<file path="config.mk">
export PLATFORM = sky130hd
export DESIGN_NAME = lsrc_setup
export DESIGN_NICKNAME = d
export VERILOG_FILES = /design/src/rtl/core/lsrc_pkg.sv /design/src/rtl/core/lsrc_setup.sv
export SDC_FILE = /design/constraint.sdc
export NUM_CORES = 1
export LEC_CHECK = 0
export ABC_AREA = 1
export BUFFER_PORTS_ARGS = -buffer_cell sky130_fd_sc_hd__buf_2
export CAP_MARGIN = 20
export CORE_UTILIZATION = 40
export CTS_BUF_LIST = sky130_fd_sc_hd__clkbuf_4
export DETAILED_ROUTE_END_ITERATION = 12
export GPL_TIMING_DRIVEN = 0
export SLEW_MARGIN = 5
export SYNTH_ARGS = -nofsm -noshare
export SYNTH_HDL_FRONTEND = slang
export SYNTH_SLANG_ARGS = --single-unit
export TNS_END_PERCENT = 20
</file>
<file path="constraint.sdc">
create_clock -name clk -period 2.8 [get_ports clk]
set_clock_uncertainty 0.15 [all_clocks]
set_input_delay 0 -clock clk [delete_from_list [all_inputs] [get_ports clk]]
set_output_delay 0 -clock clk [all_outputs]
set_load 0.03 [all_outputs]
</file>
<file path="src/rtl/core/lsrc_pkg.sv">
// Shared types, constants and datapath functions for the line segment clipper.
// No dependencies; every other file of the clipper imports this package.
`default_nettype none

package lsrc_pkg;

    // Fixed-point formats
    localparam int COORD_FRAC_BITS = 4;
    localparam int PARAM_FRAC_BITS = 16;
    localparam int CW              = 16;                 // coordinate width
    localparam int DW              = CW + 1;             // difference width
    localparam int RW              = DW + 1;             // divider remainder width
    localparam int QW              = PARAM_FRAC_BITS + 1; // quotient magnitude bits
    localparam int TW              = PARAM_FRAC_BITS + 2; // signed t width
    localparam int PIX_W           = 12;
    localparam int PW              = TW + DW;            // product width
    localparam int NUM_W           = PW + 1;             // interpolation sum width
    localparam int SHIFT           = PARAM_FRAC_BITS + COORD_FRAC_BITS;
    localparam int LANES           = 4;
    localparam int CFG_IDX_W       = 3;

    // Pipeline depth: two setup stages, divider, finalize, two narrow, three interp
    localparam int PIPE_LATENCY    = 2 + QW + 6;

    // Boundary lanes
    localparam int B_LEFT   = 0;
    localparam int B_RIGHT  = 1;
    localparam int B_TOP    = 2;
    localparam int B_BOTTOM = 3;

    // Register indexes
    localparam logic [CFG_IDX_W-1:0] REG_LEFT   = CFG_IDX_W'(0);
    localparam logic [CFG_IDX_W-1:0] REG_TOP    = CFG_IDX_W'(1);
    localparam logic [CFG_IDX_W-1:0] REG_RIGHT  = CFG_IDX_W'(2);
    localparam logic [CFG_IDX_W-1:0] REG_BOTTOM = CFG_IDX_W'(3);

    localparam logic signed [CW-1:0] EDGE_LOW_RESET  = '0;
    localparam logic signed [CW-1:0] EDGE_HIGH_RESET = {1'b0, {(CW-1){1'b1}}};

    // Line parameter constants
    localparam logic signed [TW-1:0] T_ZERO  = '0;
    localparam logic signed [TW-1:0] T_ONE   = TW'(1) <<< PARAM_FRAC_BITS;
    localparam logic signed [TW-1:0] T_MAX   = T_ONE + TW'(1);
    localparam logic signed [TW-1:0] T_NEG   = '1;
    localparam logic [TW-1:0]        T_MAX_U = TW'(T_MAX);

    localparam logic signed [NUM_W-1:0] ROUND_BIAS = NUM_W'((64'sd1 <<< SHIFT) - 64'sd1);

    typedef struct packed {
        logic signed [CW-1:0] start_x;
        logic signed [CW-1:0] start_y;
        logic signed [CW-1:0] end_x;
        logic signed [CW-1:0] end_y;
    } in_t;

    typedef struct packed {
        logic                    visible;
        logic signed [PIX_W-1:0] clipped_start_x;
        logic signed [PIX_W-1:0] clipped_start_y;
        logic signed [PIX_W-1:0] clipped_end_x;
        logic signed [PIX_W-1:0] clipped_end_y;
    } out_t;

    typedef struct packed {
        logic signed [CW-1:0] left;
        logic signed [CW-1:0] top;
        logic signed [CW-1:0] right;
        logic signed [CW-1:0] bottom;
    } clip_t;

    // Segment data that rides alongside the divider
    typedef struct packed {
        logic signed [CW-1:0] x0;
        logic signed [CW-1:0] y0;
        logic signed [DW-1:0] dx;
        logic signed [DW-1:0] dy;
    } side_t;

    // One boundary lane inside the divider
    typedef struct packed {
        logic [RW-1:0] rem;
        logic [DW-1:0] dvs;
        logic [QW-1:0] quo;
        logic          neg;
        logic          ovf;
        logic          pzero;
        logic          qneg;
        logic          pneg;
    } div_lane_t;

    typedef struct packed {
        logic signed [TW-1:0] t;
        logic                 pzero;
        logic                 qneg;
        logic                 pneg;
    } tval_t;

    typedef struct packed {
        logic                 vis;
        logic signed [TW-1:0] t0;
        logic signed [TW-1:0] t1;
    } nstate_t;

    // One restoring division step; the first step also flags quotient overflow
    function automatic div_lane_t div_step(input div_lane_t a, input logic first);
        div_lane_t     r;
        logic [RW-1:0] trial;
        logic [RW-1:0] dext;
        r     = a;
        dext  = {1'b0, a.dvs};
        trial = first ? a.rem : {a.rem[RW-2:0], 1'b0};
        if (first) begin
            r.ovf = (a.rem >= {a.dvs, 1'b0});
        end
        if (trial >= dext) begin
            r.rem = trial - dext;
            r.quo = {a.quo[QW-2:0], 1'b1};
        end else begin
            r.rem = trial;
            r.quo = {a.quo[QW-2:0], 1'b0};
        end
        return r;
    endfunction

    // Signed, saturated t from quotient magnitude and sign
    function automatic tval_t finalize(input div_lane_t a);
        tval_t         r;
        logic [TW-1:0] qext;
        qext    = TW'(a.quo);
        r.pzero = a.pzero;
        r.qneg  = a.qneg;
        r.pneg  = a.pneg;
        if (a.neg) begin
            r.t = (a.quo == '0 && !a.ovf) ? T_ZERO : T_NEG;
        end else if (a.ovf || qext > T_MAX_U) begin
            r.t = T_MAX;
        end else begin
            r.t = $signed(qext);
        end
        return r;
    endfunction

    // Narrow entry/exit parameters against one boundary
    function automatic nstate_t narrow_step(input nstate_t s, input tval_t v);
        nstate_t r;
        r = s;
        if (s.vis) begin
            if (v.pzero) begin
                if (v.qneg) begin
                    r.vis = 1'b0;
                end
            end else if (v.pneg) begin
                if (v.t > s.t1) begin
                    r.vis = 1'b0;
                end else if (v.t > s.t0) begin
                    r.t0 = v.t;
                end
            end else begin
                if (v.t < s.t0) begin
                    r.vis = 1'b0;
                end else if (v.t < s.t1) begin
                    r.t1 = v.t;
                end
            end
        end
        return r;
    endfunction

    // Whole pixel, truncated toward zero
    function automatic logic signed [PIX_W-1:0] pixel(input logic signed [NUM_W-1:0] num);
        logic signed [NUM_W-1:0] adj;
        adj = num + (num[NUM_W-1] ? ROUND_BIAS : '0);
        return PIX_W'(adj >>> SHIFT);
    endfunction

endpackage

`default_nettype wire

</file>
<file path="src/rtl/core/lsrc_setup.sv">
// Front two pipeline stages: edge distances, deltas, then divider operands.
// Depends on lsrc_pkg.
`default_nettype none

module lsrc_setup (
    input  wire logic                                clk,
    input  wire logic                                rst_n,
    input  wire logic                                in_valid,
    input  wire lsrc_pkg::in_t                       item,
    input  wire lsrc_pkg::clip_t                     clip,
    output logic                                     out_valid,
    output lsrc_pkg::div_lane_t [lsrc_pkg::LANES-1:0] lanes,
    output lsrc_pkg::side_t                          side
);
    import lsrc_pkg::*;

    logic                             a_valid_reg;
    side_t                            a_side_reg;
    logic signed [LANES-1:0][DW-1:0]  a_q_reg;
    side_t                            a_side_next;
    logic signed [LANES-1:0][DW-1:0]  a_q_next;

    logic                             b_valid_reg;
    side_t                            b_side_reg;
    div_lane_t [LANES-1:0]            b_lane_reg;
    div_lane_t [LANES-1:0]            b_lane_next;

    logic [DW-1:0]                    abs_dx;
    logic [DW-1:0]                    abs_dy;
    logic                             dx_pos;
    logic                             dx_neg;
    logic                             dy_pos;
    logic                             dy_neg;
    logic [LANES-1:0]                 lane_pneg;
    logic [LANES-1:0]                 lane_pzero;
    logic [LANES-1:0][DW-1:0]         lane_dvs;

    // Stage A: deltas and signed distances to each edge
    always_comb
    begin
        a_side_next.x0 = item.start_x;
        a_side_next.y0 = item.start_y;
        a_side_next.dx = DW'(item.end_x) - DW'(item.start_x);
        a_side_next.dy = DW'(item.end_y) - DW'(item.start_y);
        a_q_next[B_LEFT]   = DW'(item.start_x) - DW'(clip.left);
        a_q_next[B_RIGHT]  = DW'(clip.right) - DW'(item.start_x);
        a_q_next[B_TOP]    = DW'(item.start_y) - DW'(clip.top);
        a_q_next[B_BOTTOM] = DW'(clip.bottom) - DW'(item.start_y);
    end

    always_ff @(posedge clk or negedge rst_n)
    begin
        if (!rst_n) begin
            a_valid_reg <= 1'b0;
        end else begin
            a_valid_reg <= in_valid;
        end
    end

    always_ff @(posedge clk)
    begin
        a_side_reg <= a_side_next;
        a_q_reg    <= a_q_next;
    end

    // Stage B: magnitudes and signs of p and q for each boundary
    always_comb
    begin
        abs_dx = a_side_reg.dx[DW-1] ? DW'(-a_side_reg.dx) : DW'(a_side_reg.dx);
        abs_dy = a_side_reg.dy[DW-1] ? DW'(-a_side_reg.dy) : DW'(a_side_reg.dy);
        dx_neg = a_side_reg.dx[DW-1];
        dy_neg = a_side_reg.dy[DW-1];
        dx_pos = !dx_neg && (a_side_reg.dx != '0);
        dy_pos = !dy_neg && (a_side_reg.dy != '0);

        // p = -dx, dx, -dy, dy
        lane_pneg[B_LEFT]    = dx_pos;
        lane_pneg[B_RIGHT]   = dx_neg;
        lane_pneg[B_TOP]     = dy_pos;
        lane_pneg[B_BOTTOM]  = dy_neg;
        lane_pzero[B_LEFT]   = (a_side_reg.dx == '0);
        lane_pzero[B_RIGHT]  = (a_side_reg.dx == '0);
        lane_pzero[B_TOP]    = (a_side_reg.dy == '0);
        lane_pzero[B_BOTTOM] = (a_side_reg.dy == '0);
        lane_dvs[B_LEFT]     = abs_dx;
        lane_dvs[B_RIGHT]    = abs_dx;
        lane_dvs[B_TOP]      = abs_dy;
        lane_dvs[B_BOTTOM]   = abs_dy;

        for (int l = 0; l < LANES; l++) begin
            b_lane_next[l].qneg  = a_q_reg[l][DW-1];
            b_lane_next[l].rem   = a_q_reg[l][DW-1] ? RW'(DW'(-a_q_reg[l])) :
                                                      RW'(DW'(a_q_reg[l]));
            b_lane_next[l].dvs   = lane_dvs[l];
            b_lane_next[l].quo   = '0;
            b_lane_next[l].pneg  = lane_pneg[l];
            b_lane_next[l].pzero = lane_pzero[l];
            b_lane_next[l].neg   = a_q_reg[l][DW-1] ^ lane_pneg[l];
            b_lane_next[l].ovf   = 1'b0;
        end
    end

    always_ff @(posedge clk or negedge rst_n)
    begin
        if (!rst_n) begin
            b_valid_reg <= 1'b0;
        end else begin
            b_valid_reg <= a_valid_reg;
        end
    end

    always_ff @(posedge clk)
    begin
        b_side_reg <= a_side_reg;
        b_lane_reg <= b_lane_next;
    end

    assign out_valid = b_valid_reg;
    assign lanes     = b_lane_reg;
    assign side      = b_side_reg;

endmodule

`default_nettype wire

</file>
* Word level (Yosys, flattened, before mapping)
Index checks and enable logic that the tools add are counted.
** Storage, ports and cells
- Input port bits :: 131
- Register bits after elaboration :: 322
- Output and inout bits :: 295
- Logic and storage cells :: 70
** Operators by class
- Bitwise operators :: 4
- Reductions and logical operators :: 8
- Add/sub/neg operators :: 12
- Multiplexer cells :: 6
** Operators with widths (count)
- 17-bit negator :: 6
- 16-bit by 16-bit subtractor with 17-bit output :: 6
- 16-bit 2-to-1 mux :: 6
- 17-bit zero test :: 2
- 17-bit nonzero test :: 2
- 1-bit bitwise XOR :: 4
- 1-bit logical AND :: 2
- 1-bit zero test :: 2

* Logic depth before layout (Yosys ltp)
Gate-level depths: netlist of run 1.
- Word-level depth :: 3
- Gate-level depth with buffers :: 12
- Mapped depth without buffers :: 12

* Worst setup path after synthesis of run 1
Ideal clock, no wire load.
- Path kind :: register -> register
- Start :: register a_side_reg[1] (netlist name)
- End :: register b_lane_reg (netlist bit lanes[118])
- Buffers on the path :: 0
- Path slack :: 1329 ps
- Library setup time :: 120 ps
- Data required time :: 2530 ps
- Stages on the path, launching flop included :: 8
- Clock period less this slack :: 1471 ps
- Arrival :: 1200 ps
- Cells stage by stage :: dfxtp_1 inv_1 ha_1 nand3_1 nor2_1 nand3_1 ha_1 xor2_1
** RTL lines
- start: declaration :: RTL line lsrc_setup.sv:18 : side_t a_side_reg;
- start signal: assignment :: RTL line lsrc_setup.sv:62 : a_side_reg <= a_side_next;
- end signal: assignment :: RTL line lsrc_setup.sv:115 : b_lane_reg <= b_lane_next;
- end: declaration :: RTL line lsrc_setup.sv:25 : div_lane_t [LANES-1:0] b_lane_reg;

==> out/results.tsv, run 1 <==
stage	metric	value	unit
placed_design	GPL Wtd Cong	0.925	
worst_hold_path	HP Class	input port to register	
sta	Final Critical Period	2.76	ns
yosys	post-synthesis cell count	2208	
worst_setup_path	Worst Path Required	3.29	ns
placed_design	Final HPWL DP	34.3	mm
sta	Hold Slack	0.0725	ns
worst_setup_path	Crit. End Element	register	
route	DRT iter0 DRCs	602	
worst_setup_path	Worst Setup SP	item[46]	
yosys	Avg Inst Size Synth	7.20	sq um
global_route	initial antenna violation count	1	
cts	CTS buffer count	83	
yosys	Syn. warnings	0	
yosys	Post-Syn Area	0.0159	sq mm
route	DR WL/cell	12.5	um
sta	Final Cycle Share	0.987	
yosys	number of synthesized flops with an enable pin	0	
power_and_ir_drop	Sw Ratio	0.391	
sta	RSZ-0062 raised after global routing	true	
route	Met1 Wirelength	20.1	mm
finish	Net count, final	3225	
outcome	status	finished, final reports clean	
yosys	Top FF cell, synth	dfxtp_1	
yosys	Synth area leaders	dfxtp_1 39%, nand2_1 17%, inv_1 11%	
route	routed vias/inst	4.28	
power_and_ir_drop	combinational share of power	0.383	
global_route	first-pass GRT wire length	72.1	mm
route	TritonRoute pass-1 iters	6	
worst_setup_path	crit-path leading delay family	buffers and inverters	
floorplan	Die H	201	um
power_and_ir_drop	internal cell power	9510	uW
yosys	leading area contributor after synthesis	dfxtp_1	
worst_setup_path	Crit path largest cell delay	0.59	ns
floorplan	die area	0.0405	sq mm
cts	clock latency on the worst-skew pair	0.74	ns
power_and_ir_drop	NetSw	6110	uW
finish	synth-to-layout area growth	40.6	%
cts	post-CTS setup buffer count	0	
cts	H-Tree Depth	3	
worst_setup_path	critical path, cell by cell	dlygate4sd3_1 > buf_2 > inv_2 > ha_4 > a21oi_1 > dlygate4sd3_1 > nand2_1 > dlygate4sd3_1 > a21oi_1 > dlygate4sd3_1 > nand2_1 > nand2_1 > nand2_1	
route	Via Count	15200	
power_and_ir_drop	Peak supply drop	0.495	mV
worst_setup_path	worst path buffer plus inverter count	6	
floorplan	Initial Util	0.408	
sta	final hold viol count	0	
yosys	Yosys reg bits	314	
finish	max reg flops	114	
route	drt total wl	44.4	mm
floorplan	Die W	201	um
power_and_ir_drop	PwrDens	699	mW/mm^2
cts	Reg clk slew, reported paths	0.06	ns
route	post-route ant nets	0	
worst_setup_path	Crit-path slowest cell	dlygate4sd3_1	
worst_setup_path	WP data arrival	3.26	ns
floorplan	I/O Pins	426	
yosys	synth unique cells	31	
cts	CTS Sinks	314	
cts	Root Driver	clkbuf_4	
worst_setup_path	R2R Path Start	a_side_reg[0]	
route	routed length on met2	20.9	mm
yosys	asr flop ratio synth	0.00637	
worst_setup_path	Critical Path Start Type	input port	
placed_design	IO buf count	349	
cts	CTS tree	yes	
global_route	pin count of the biggest net entering global routing	11	
yosys	top-count cell post-synth	nand2_1	
power_and_ir_drop	Seq pwr share	0.379	
route	met3 wire len	2.08	mm
power_and_ir_drop	clock power share	0.237	
yosys	share of the synthesized area in the top cell type	0.393	
finish	share of cells above drive strength 1	0.220	
global_route	vias in the first global route	14900	
yosys	Synth top cells by count	709 x nand2_1, 445 x inv_1, 312 x dfxtp_1	
route	# DRC	0	
sta	Setup Viol. Count Final	0	
worst_hold_path	hold path startpoint	item[32]	
floorplan	Std-Cell Rows	72	
cts	clk buf depth	3	
sta	Setup WS post-layout	0.0366	ns
job	max-cap violations	0	
sta	Final Slew Violations	0	
global_route	Tot GR Track Use	0.220	
worst_setup_path	worst-path maximum fanout	5	
yosys	register area share after synthesis	0.396	
route	Top Metal Used	met4	
sta	fmax	362	MHz
worst_setup_path	Crit Path Category	input port to register	
floorplan	core area	0.0389	sq mm
global_route	global route overflow	0	
placed_design	Place WS	0.884	ns
power_and_ir_drop	leak pwr	0.0128	uW
-- power by group through the flow --
stage / combinational [uW] / clock (uW) / sequential [uW]
after floorplan: 2700 / 0 / 7250
after global placement: 5440 / 0 / 6010
after detailed placement: 5470 / 0 / 6020
after CTS: 5960 / 3850 / 5930
after global routing: 6510 / 4100 / 6040
final: 5990 / 3710 / 5930
-- path summary, 6_finish.rpt --
check	endpoint	slack [ns]	depth (start not counted)
max in group asynchronous	a_valid_reg	1.85	4
worst max-delay path	a_q_reg[66]	0.04	13
worst min-delay path	a_side_reg[0]	0.07	4
worst max register to register	lanes[118]	0.94	7
min in group asynchronous	out_valid	0.53	4
worst min register to register	side[58]	0.15	0
-- final cells by class --
cell class | count | area, sq um
multi-input cells | 1388 | 7390
well taps | 518 | 648
repair buffers | 614 | 4410
clock buffers | 115 | 863
plain buffers | 125 | 918
diodes | 1 | 2.50
fillers | 3729 | 16600
inverters | 456 | 1710
clock inverters | 27 | 108
flip-flops and latches | 314 | 6300
-- cells in the final DEF (no fill, tap or decap), drive strengths merged, types with 3 or more instances in the layout --
cell type,n
ha,106
nand4,4
o21ai,28
nor2,108
xor2,75
nand2,719
conb,76
fa,6
nor3,36
buf,472
dlygate4sd3,262
xnor2,31
or2,9
nand3b,7
inv,458
nand3,117
dlymetal6s4s,3
clkinv,25
dfxtp,312
clkbuf,117
a21oi,62
-- worst reg2reg max path: cells and delay by family (launching register included) --
| kind | cells | cell delay [ns] |
|---|---|---|
| adders and majority gates | 2 | 0.50 |
| and+or+nand+nor | 3 | 0.48 |
| DFF | 1 | 0.32 |
| xor gates and xnor gates | 1 | 0.20 |
| buffers and inverters | 1 | 0.07 |
-- stage by stage --
stage | TNS [ns] | total power, uW | cell area (sq um) | instances | utilization
6_report | 0 | 15600 | 22300 | 3558 | 0.574
5_1_grt | -0.0482 | 16700 | 22300 | 3558 | 0.574
4_1_cts | 0 | 15700 | 22200 | 3559 | 0.571
3_5_place_dp | 0 | 11500 | 18600 | 3150 | 0.477
3_3_place_gp | 0 | 11500 | 18600 | 3150 | 0.477
2_1_floorplan | 0 | 9950 | 16200 | 2283 | -
-- metal layers --
metal / vias up / GRT usage
li1: 8042 / -
met1: 6676 / 0.276
met2: 421 / 0.373
met3: 91 / 0.0384
met4: 0 / 0.0901
met5: - / 0
-- cells by family (layout without fill, tap and decap cells) --
| group | count (synthesis) | in the layout | share of synthesized area |
|---|---|---|---|
| AO/OA/AOI/OAI | 92 | 92 | 0.0293 |
| buffers and inverters | 581 | 1337 | 0.165 |
| AND/OR/NAND/NOR | 1002 | 1002 | 0.259 |
| other | 1 | 77 | 0.000236 |
| adder cells (fa/ha/maj) | 112 | 112 | 0.0910 |
| XOR/XNOR | 106 | 106 | 0.0589 |
| flip-flops | 314 | 314 | 0.396 |
-- timing repair --
item | in CTS | in global routing
hold buffers | 267 | 1
endpoints found under the setup margin | 0 | 23
endpoints found under the hold margin | 137 | 1
gates resized for setup | 0 | 38
(Power assumes the default switching activity.)
==> run 2: changes to the inputs <==
ABC_AREA = 0   (was 1)
ABC_CLOCK_PERIOD_IN_PS = 2800   (was default)
CORE_UTILIZATION = 50   (was 40)
PLACE_DENSITY = 0.78   (was default)
==> out/results.tsv, run 2 <==
stage	metric	value	unit
global_route	vias in the first global route	13200	
yosys	top-count cell post-synth	dfxtp_1	
sta	Setup Viol. Count Final	3	
global_route	first-pass GRT wire length	65.9	mm
route	routed vias/inst	4.99	
yosys	register area share after synthesis	0.444	
cts	clk buf depth	3	
sta	Setup WS post-layout	-0.0690	ns
route	DRT iter0 DRCs	785	
yosys	post-synthesis cell count	1471	
yosys	Syn. warnings	0	
route	post-route ant nets	0	
finish	most common cell after layout, fill and taps aside	buf_2	
route	drt total wl	43.4	mm
global_route	M2 GR Usage	0.523	
yosys	Yosys reg bits	314	
yosys	Synth top cells by count	312 x dfxtp_1, 121 x inv_1, 119 x xnor2_1	
cts	Root Driver	clkbuf_4	
route	Via Count	13100	
route	TritonRoute pass-1 iters	7	
finish	synth-to-layout area growth	40.4	%
power_and_ir_drop	Tot Pwr	15600	uW
floorplan	Die W	170	um
power_and_ir_drop	Peak supply drop	0.517	mV
worst_setup_path	worst-path maximum fanout	4	
worst_hold_path	HP Class	input port to register	
worst_setup_path	WP data arrival	3.34	ns
yosys	asr flop ratio synth	0.00637	
finish	share of cells above drive strength 1	0.271	
global_route	Tot GR Track Use	0.291	
floorplan	Die H	170	um
sta	Final Slew Violations	0	
global_route	GRT met3 Usage	0.0807	
cts	CTS tree	yes	
yosys	number of synthesized flops with an enable pin	0	
sta	Final Cycle Share	1.02	
cts	clock latency on the worst-skew pair	0.71	ns
yosys	Avg Inst Size Synth	9.64	sq um
sta	slew of the pin with the lowest slew margin	0.663	ns
floorplan	Initial Util	0.509	
finish	Net count, final	2440	
cts	CTS Sinks	314	
worst_setup_path	Worst Setup SP	clip[48]	
route	DR WL/cell	16.6	um
global_route	pin count of the biggest net entering global routing	13	
floorplan	die area	0.0290	sq mm
global_route	GR Util met1	0.306	
floorplan	core area	0.0279	sq mm
global_route	GRT Max-Usage Layer	met2	
sta	Final Critical Period	2.87	ns
sta	RSZ-0062 raised after global routing	true	
finish	Util after Layout	0.715	
outcome	status	finished with violations	
floorplan	Std-Cell Rows	61	
worst_hold_path	hold path startpoint	clip[16]	
yosys	leading area contributor after synthesis	dfxtp_1	
cts	Reg clk slew, reported paths	0.07	ns
worst_setup_path	Crit. End Element	register	
placed_design	Final HPWL DP	29.0	mm
placed_design	GPL Wtd Cong	0.909	
sta	max_slew headroom	0.554	
worst_setup_path	Crit Path Category	input port to register	
outcome	failing checks	negative setup slack	
global_route	global route overflow	0	
worst_setup_path	Worst Path Required	3.27	ns
finish	max reg flops	114	
yosys	Post-Syn Area	0.0142	sq mm
power_and_ir_drop	PwrDens	781	mW/mm^2
cts	H-Tree Depth	3	
yosys	share of the synthesized area in the top cell type	0.440	
job	max-cap violations	0	
yosys	Synth area leaders	dfxtp_1 44%, ha_1 9.4%, xnor2_1 7.3%	
sta	Hold Slack	0.0751	ns
worst_setup_path	R2R Path Start	a_q_reg[5]	
worst_setup_path	Critical Path Start Type	input port	
finish	most frequent cells in the layout	347 x buf_2, 312 x dfxtp_1, 219 x dlygate4sd3_1, 120 x inv_1, 119 x xnor2_1	
sta	setup TNS	-0.0800	ns
placed_design	IO buf count	349	
cts	CTS buffer count	80	
route	# DRC	0	
power_and_ir_drop	leak pwr	0.00959	uW
yosys	synth unique cells	74	
sta	fmax	349	MHz
yosys	Top FF cell, synth	dfxtp_1	
global_route	initial antenna violation count	2	
floorplan	I/O Pins	426	
sta	final hold viol count	0	
## run 2: cell count changes after synthesis, sizes merged, moves of 26 or more
cell	before	now
nor2	108	67
inv	456	121
nand2b	0	26
o21ai	28	86
xor2	75	30
nand3	117	16
clkbuf	2	29
nand2	719	84
xnor2	31	119
## run 2: final cells by class
cell class	instances	area [sq um]
clock inverter	23	189
tap	378	473
inverter	121	458
sequential	314	6300
buffer	145	981
multi-input combinational	966	6760
timing repair buffer	569	3960
fill	1989	7950
antenna	2	5.00
clock buffer	106	796
## run 2: stage by stage
stage	std cells	setup WS [ns]	cell area [sq um]
floorplan	1546	0.629	14500
global placement	2273	0.275	16700
detailed placement	2273	0.229	16700
CTS	2621	0.0125	19900
global route	2623	-0.159	19900
finish	2624	-0.0690	19900
## run 2: critical path, cell delays in order
cell,delay [ns]
dlygate4sd3_1,0.52
buf_2,0.10
dlygate4sd3_1,0.58
ha_1,0.22
nor2b_1,0.07
o31ai_1,0.35
a21oi_2,0.16
a31oi_1,0.40
o21ba_2,0.23
xnor2_1,0.11
dlygate4sd3_1,0.57
## run 2: kinds of logic (layout without fill, tap and decap cells)
logic type	count (synthesis)	in the layout	share of synthesized area
and+or+nand+nor	311	311	0.113
DFF	314	314	0.444
muxes	2	2	0.00150
xor gates and xnor gates	149	149	0.0920
other	1	78	0.000264
adders and majority gates	112	112	0.102
AOI/OAI and AO/OA	316	316	0.146
buffers and inverters	266	964	0.101
## run 2: timing repair
item,CTS,global route
endpoints found under the setup margin,0,10
hold buffers,219,0
resized for setup,0,13
buffers inserted,0,1
endpoints found under the hold margin,137,0
## run 2: per-layer routing
metal	vias up	share of wire
li1	6348	-
met5	-	0
met2	581	0.50
met4	0	0.047
met1	6033	0.38
met3	128	0.079
## run 2: worst paths after layout
path / cells past startpoint / slack, ns / to
max: 11 / -0.07 / a_q_reg[15]
max reg2reg: 5 / 0.37 / lanes[53]
max in group asynchronous: 4 / 1.77 / a_valid_reg
min: 5 / 0.08 / a_q_reg[17]
min reg2reg: 0 / 0.16 / side[65]
min in group asynchronous: 4 / 0.59 / out_valid
## run 2: power breakdown
part	switching (uW)	internal, uW	total [uW]
combinational	3460	2120	5580
sequential	608	5470	6070
clock	1870	2040	3900
total	5930	9620	15600
==> run 3: changes to the inputs <==
SKIP_LAST_GASP = 1   (was default)
==> out/results.tsv, run 3 (synthesis gave the netlist of run 2 again) <==
stage	metric	value	unit
sta	fmax	348	MHz
floorplan	I/O Pins	426	
worst_setup_path	r2r worst-path depth	7	
floorplan	Die H	170	um
floorplan	core area	0.0279	sq mm
finish	max reg flops	114	
worst_hold_path	hold endpoint	a_q_reg[17]	
sta	Final Cycle Share	1.03	
cts	CTS Sinks	314	
route	TritonRoute pass-1 iters	5	
job	max-cap violations	0	
global_route	first-pass GRT wire length	65.9	mm
placed_design	placed cell count	2273	
cts	H-Tree Depth	3	
route	DRT iter0 DRCs	709	
finish	Net count, final	2440	
finish	Finished Layout Cells	2624	
cts	Root Driver	clkbuf_4	
floorplan	die area	0.0290	sq mm
placed_design	GPL Wtd Cong	0.909	
worst_setup_path	Worst Path Required	3.20	ns
cts	clock latency on the worst-skew pair	0.68	ns
cts	clk buf depth	3	
route	post-route ant nets	0	
outcome	failing checks	negative setup slack	
global_route	global route overflow	0	
global_route	Tot GR Track Use	0.291	
worst_setup_path	critical path, cell by cell	dlygate4sd3_1 > clkbuf_4 > clkinvlp_4 > ha_1 > nor2b_1 > o31a_1 > o211ai_1 > nand2_1 > nor2_1 > dlygate4sd3_1 > nor2_1 > dlygate4sd3_1	
power_and_ir_drop	leak pwr	0.00958	uW
route	routed vias/inst	5.00	
worst_setup_path	critical path's most frequent cell	dlygate4sd3_1	
placed_design	IO buf count	349	
finish	most common cell after layout, fill and taps aside	buf_2	
worst_setup_path	R2R Path Start	a_side_reg[1]	
outcome	status	finished with violations	
route	# DRC	0	
global_route	pin count of the biggest net entering global routing	13	
sta	slew of the pin with the lowest slew margin	0.678	ns
finish	synth-to-layout area growth	40.2	%
sta	Final Critical Period	2.88	ns
route	DR WL/cell	16.5	um
worst_setup_path	Crit. End Element	register	
cts	CTS tree	yes	
sta	max_slew headroom	0.544	
worst_hold_path	Hold Path Stages	5	
finish	final instance area	0.0199	sq mm
worst_setup_path	Crit path largest cell delay	0.58	ns
worst_setup_path	WP data arrival	3.27	ns
route	Via Count	13100	
worst_setup_path	worst r2r dst	lanes[118]	
placed_design	Final HPWL DP	29.0	mm
global_route	initial antenna violation count	2	
power_and_ir_drop	PwrDens	781	mW/mm^2
worst_setup_path	Crit-path slowest cell	dlygate4sd3_1	
route	met3 wire len	3.41	mm
placed_design	Placed Area	0.0167	sq mm
finish	share of cells above drive strength 1	0.270	
worst_setup_path	Critical Path Start Type	input port	
floorplan	Std-Cell Rows	61	
global_route	vias in the first global route	13200	
route	routed length on met2	21.6	mm
worst_setup_path	Crit Path Category	input port to register	
worst_setup_path	FF-to-FF setup slack	0.38	ns
cts	Reg clk slew, reported paths	0.07	ns
sta	Setup Viol. Count Final	3	
placed_design	Place WS	0.229	ns
sta	Setup WS post-layout	-0.0756	ns
sta	final hold viol count	0	
finish	most frequent cells in the layout	348 x buf_2, 312 x dfxtp_1, 219 x dlygate4sd3_1, 120 x inv_1, 119 x xnor2_1	
power_and_ir_drop	Peak supply drop	0.516	mV
route	Top Metal Used	met4	
floorplan	Die W	170	um
cts	CTS buffer count	80	
floorplan	Initial Util	0.509	
route	Met1 Wirelength	16.3	mm
worst_hold_path	HP Class	input port to register	
sta	Final Slew Violations	0	
worst_setup_path	worst-path maximum fanout	5	
worst_hold_path	hold path startpoint	clip[16]	
route	drt total wl	43.2	mm
sta	RSZ-0062 raised after global routing	true	
## run 3: worst max path at each step
| stage | cells after the start | slack, ns | start | end |
|---|---|---|---|---|
| 2_1_floorplan | 7 | 0.63 | a_side_reg[1] | lanes[118] |
| 3_3_place_gp | 10 | 0.27 | clip[0] | a_q_reg[65] |
| 3_5_place_dp | 10 | 0.23 | clip[0] | a_q_reg[65] |
| 4_1_cts | 12 | 0.01 | item[49] | a_side_reg[24] |
| 5_1_grt | 12 | -0.13 | item[49] | a_side_reg[24] |
| 6_report | 12 | -0.08 | item[49] | a_side_reg[24] |
## run 3: through the flow
| step | util | hold WS [ns] | total power (uW) | TNS, ns |
|---|---|---|---|---|
| CTS | 0.713 | 0.0140 | 15400 | 0 |
| global route | 0.714 | 0.0222 | 16300 | -0.422 |
| global placement | 0.599 | -0.365 | 11100 | 0 |
| floorplan | - | -0.446 | 9730 | 0 |
| finish | 0.714 | 0.0759 | 15500 | -0.159 |
| detailed placement | 0.599 | -0.364 | 11200 | 0 |
## run 3: power breakdown
part | internal (uW) | switching, uW
registers | 5470 | 605
clock network | 2040 | 1860
logic | 2110 | 3450
## run 3: final cells by class
cell class	instances	area [sq um]
Tap cell	378	473
Inverter	121	458
Sequential cell	314	6300
Antenna cell	2	5.00
Clock buffer	106	796
Fill cell	1994	7970
Clock inverter	23	189
Multi-Input combinational cell	966	6740
Buffer	145	981
Timing Repair Buffer	569	3950
## run 3: routing by layer
metal | track usage | vias up
met1 | 0.306 | 6022
li1 | - | 6358
met4 | 0.158 | 0
met3 | 0.0807 | 131
met2 | 0.523 | 611
met5 | 0 | -
## run 3: critical path, delay by kind of cell
kind                     cells  cell delay [ns]
AO/OA/AOI/OAI                2             0.49
adder cells (fa/ha/maj)      1             0.28
buffers and inverters        5             2.00
AND/OR/NAND/NOR              4             0.49
## run 3: repair_timing
action,4_1_cts,5_1_grt
gates resized for setup,0,5
endpoints found under the hold margin,137,0
buffers inserted,0,1
hold buffers,219,0
setup endpoints to repair,0,10
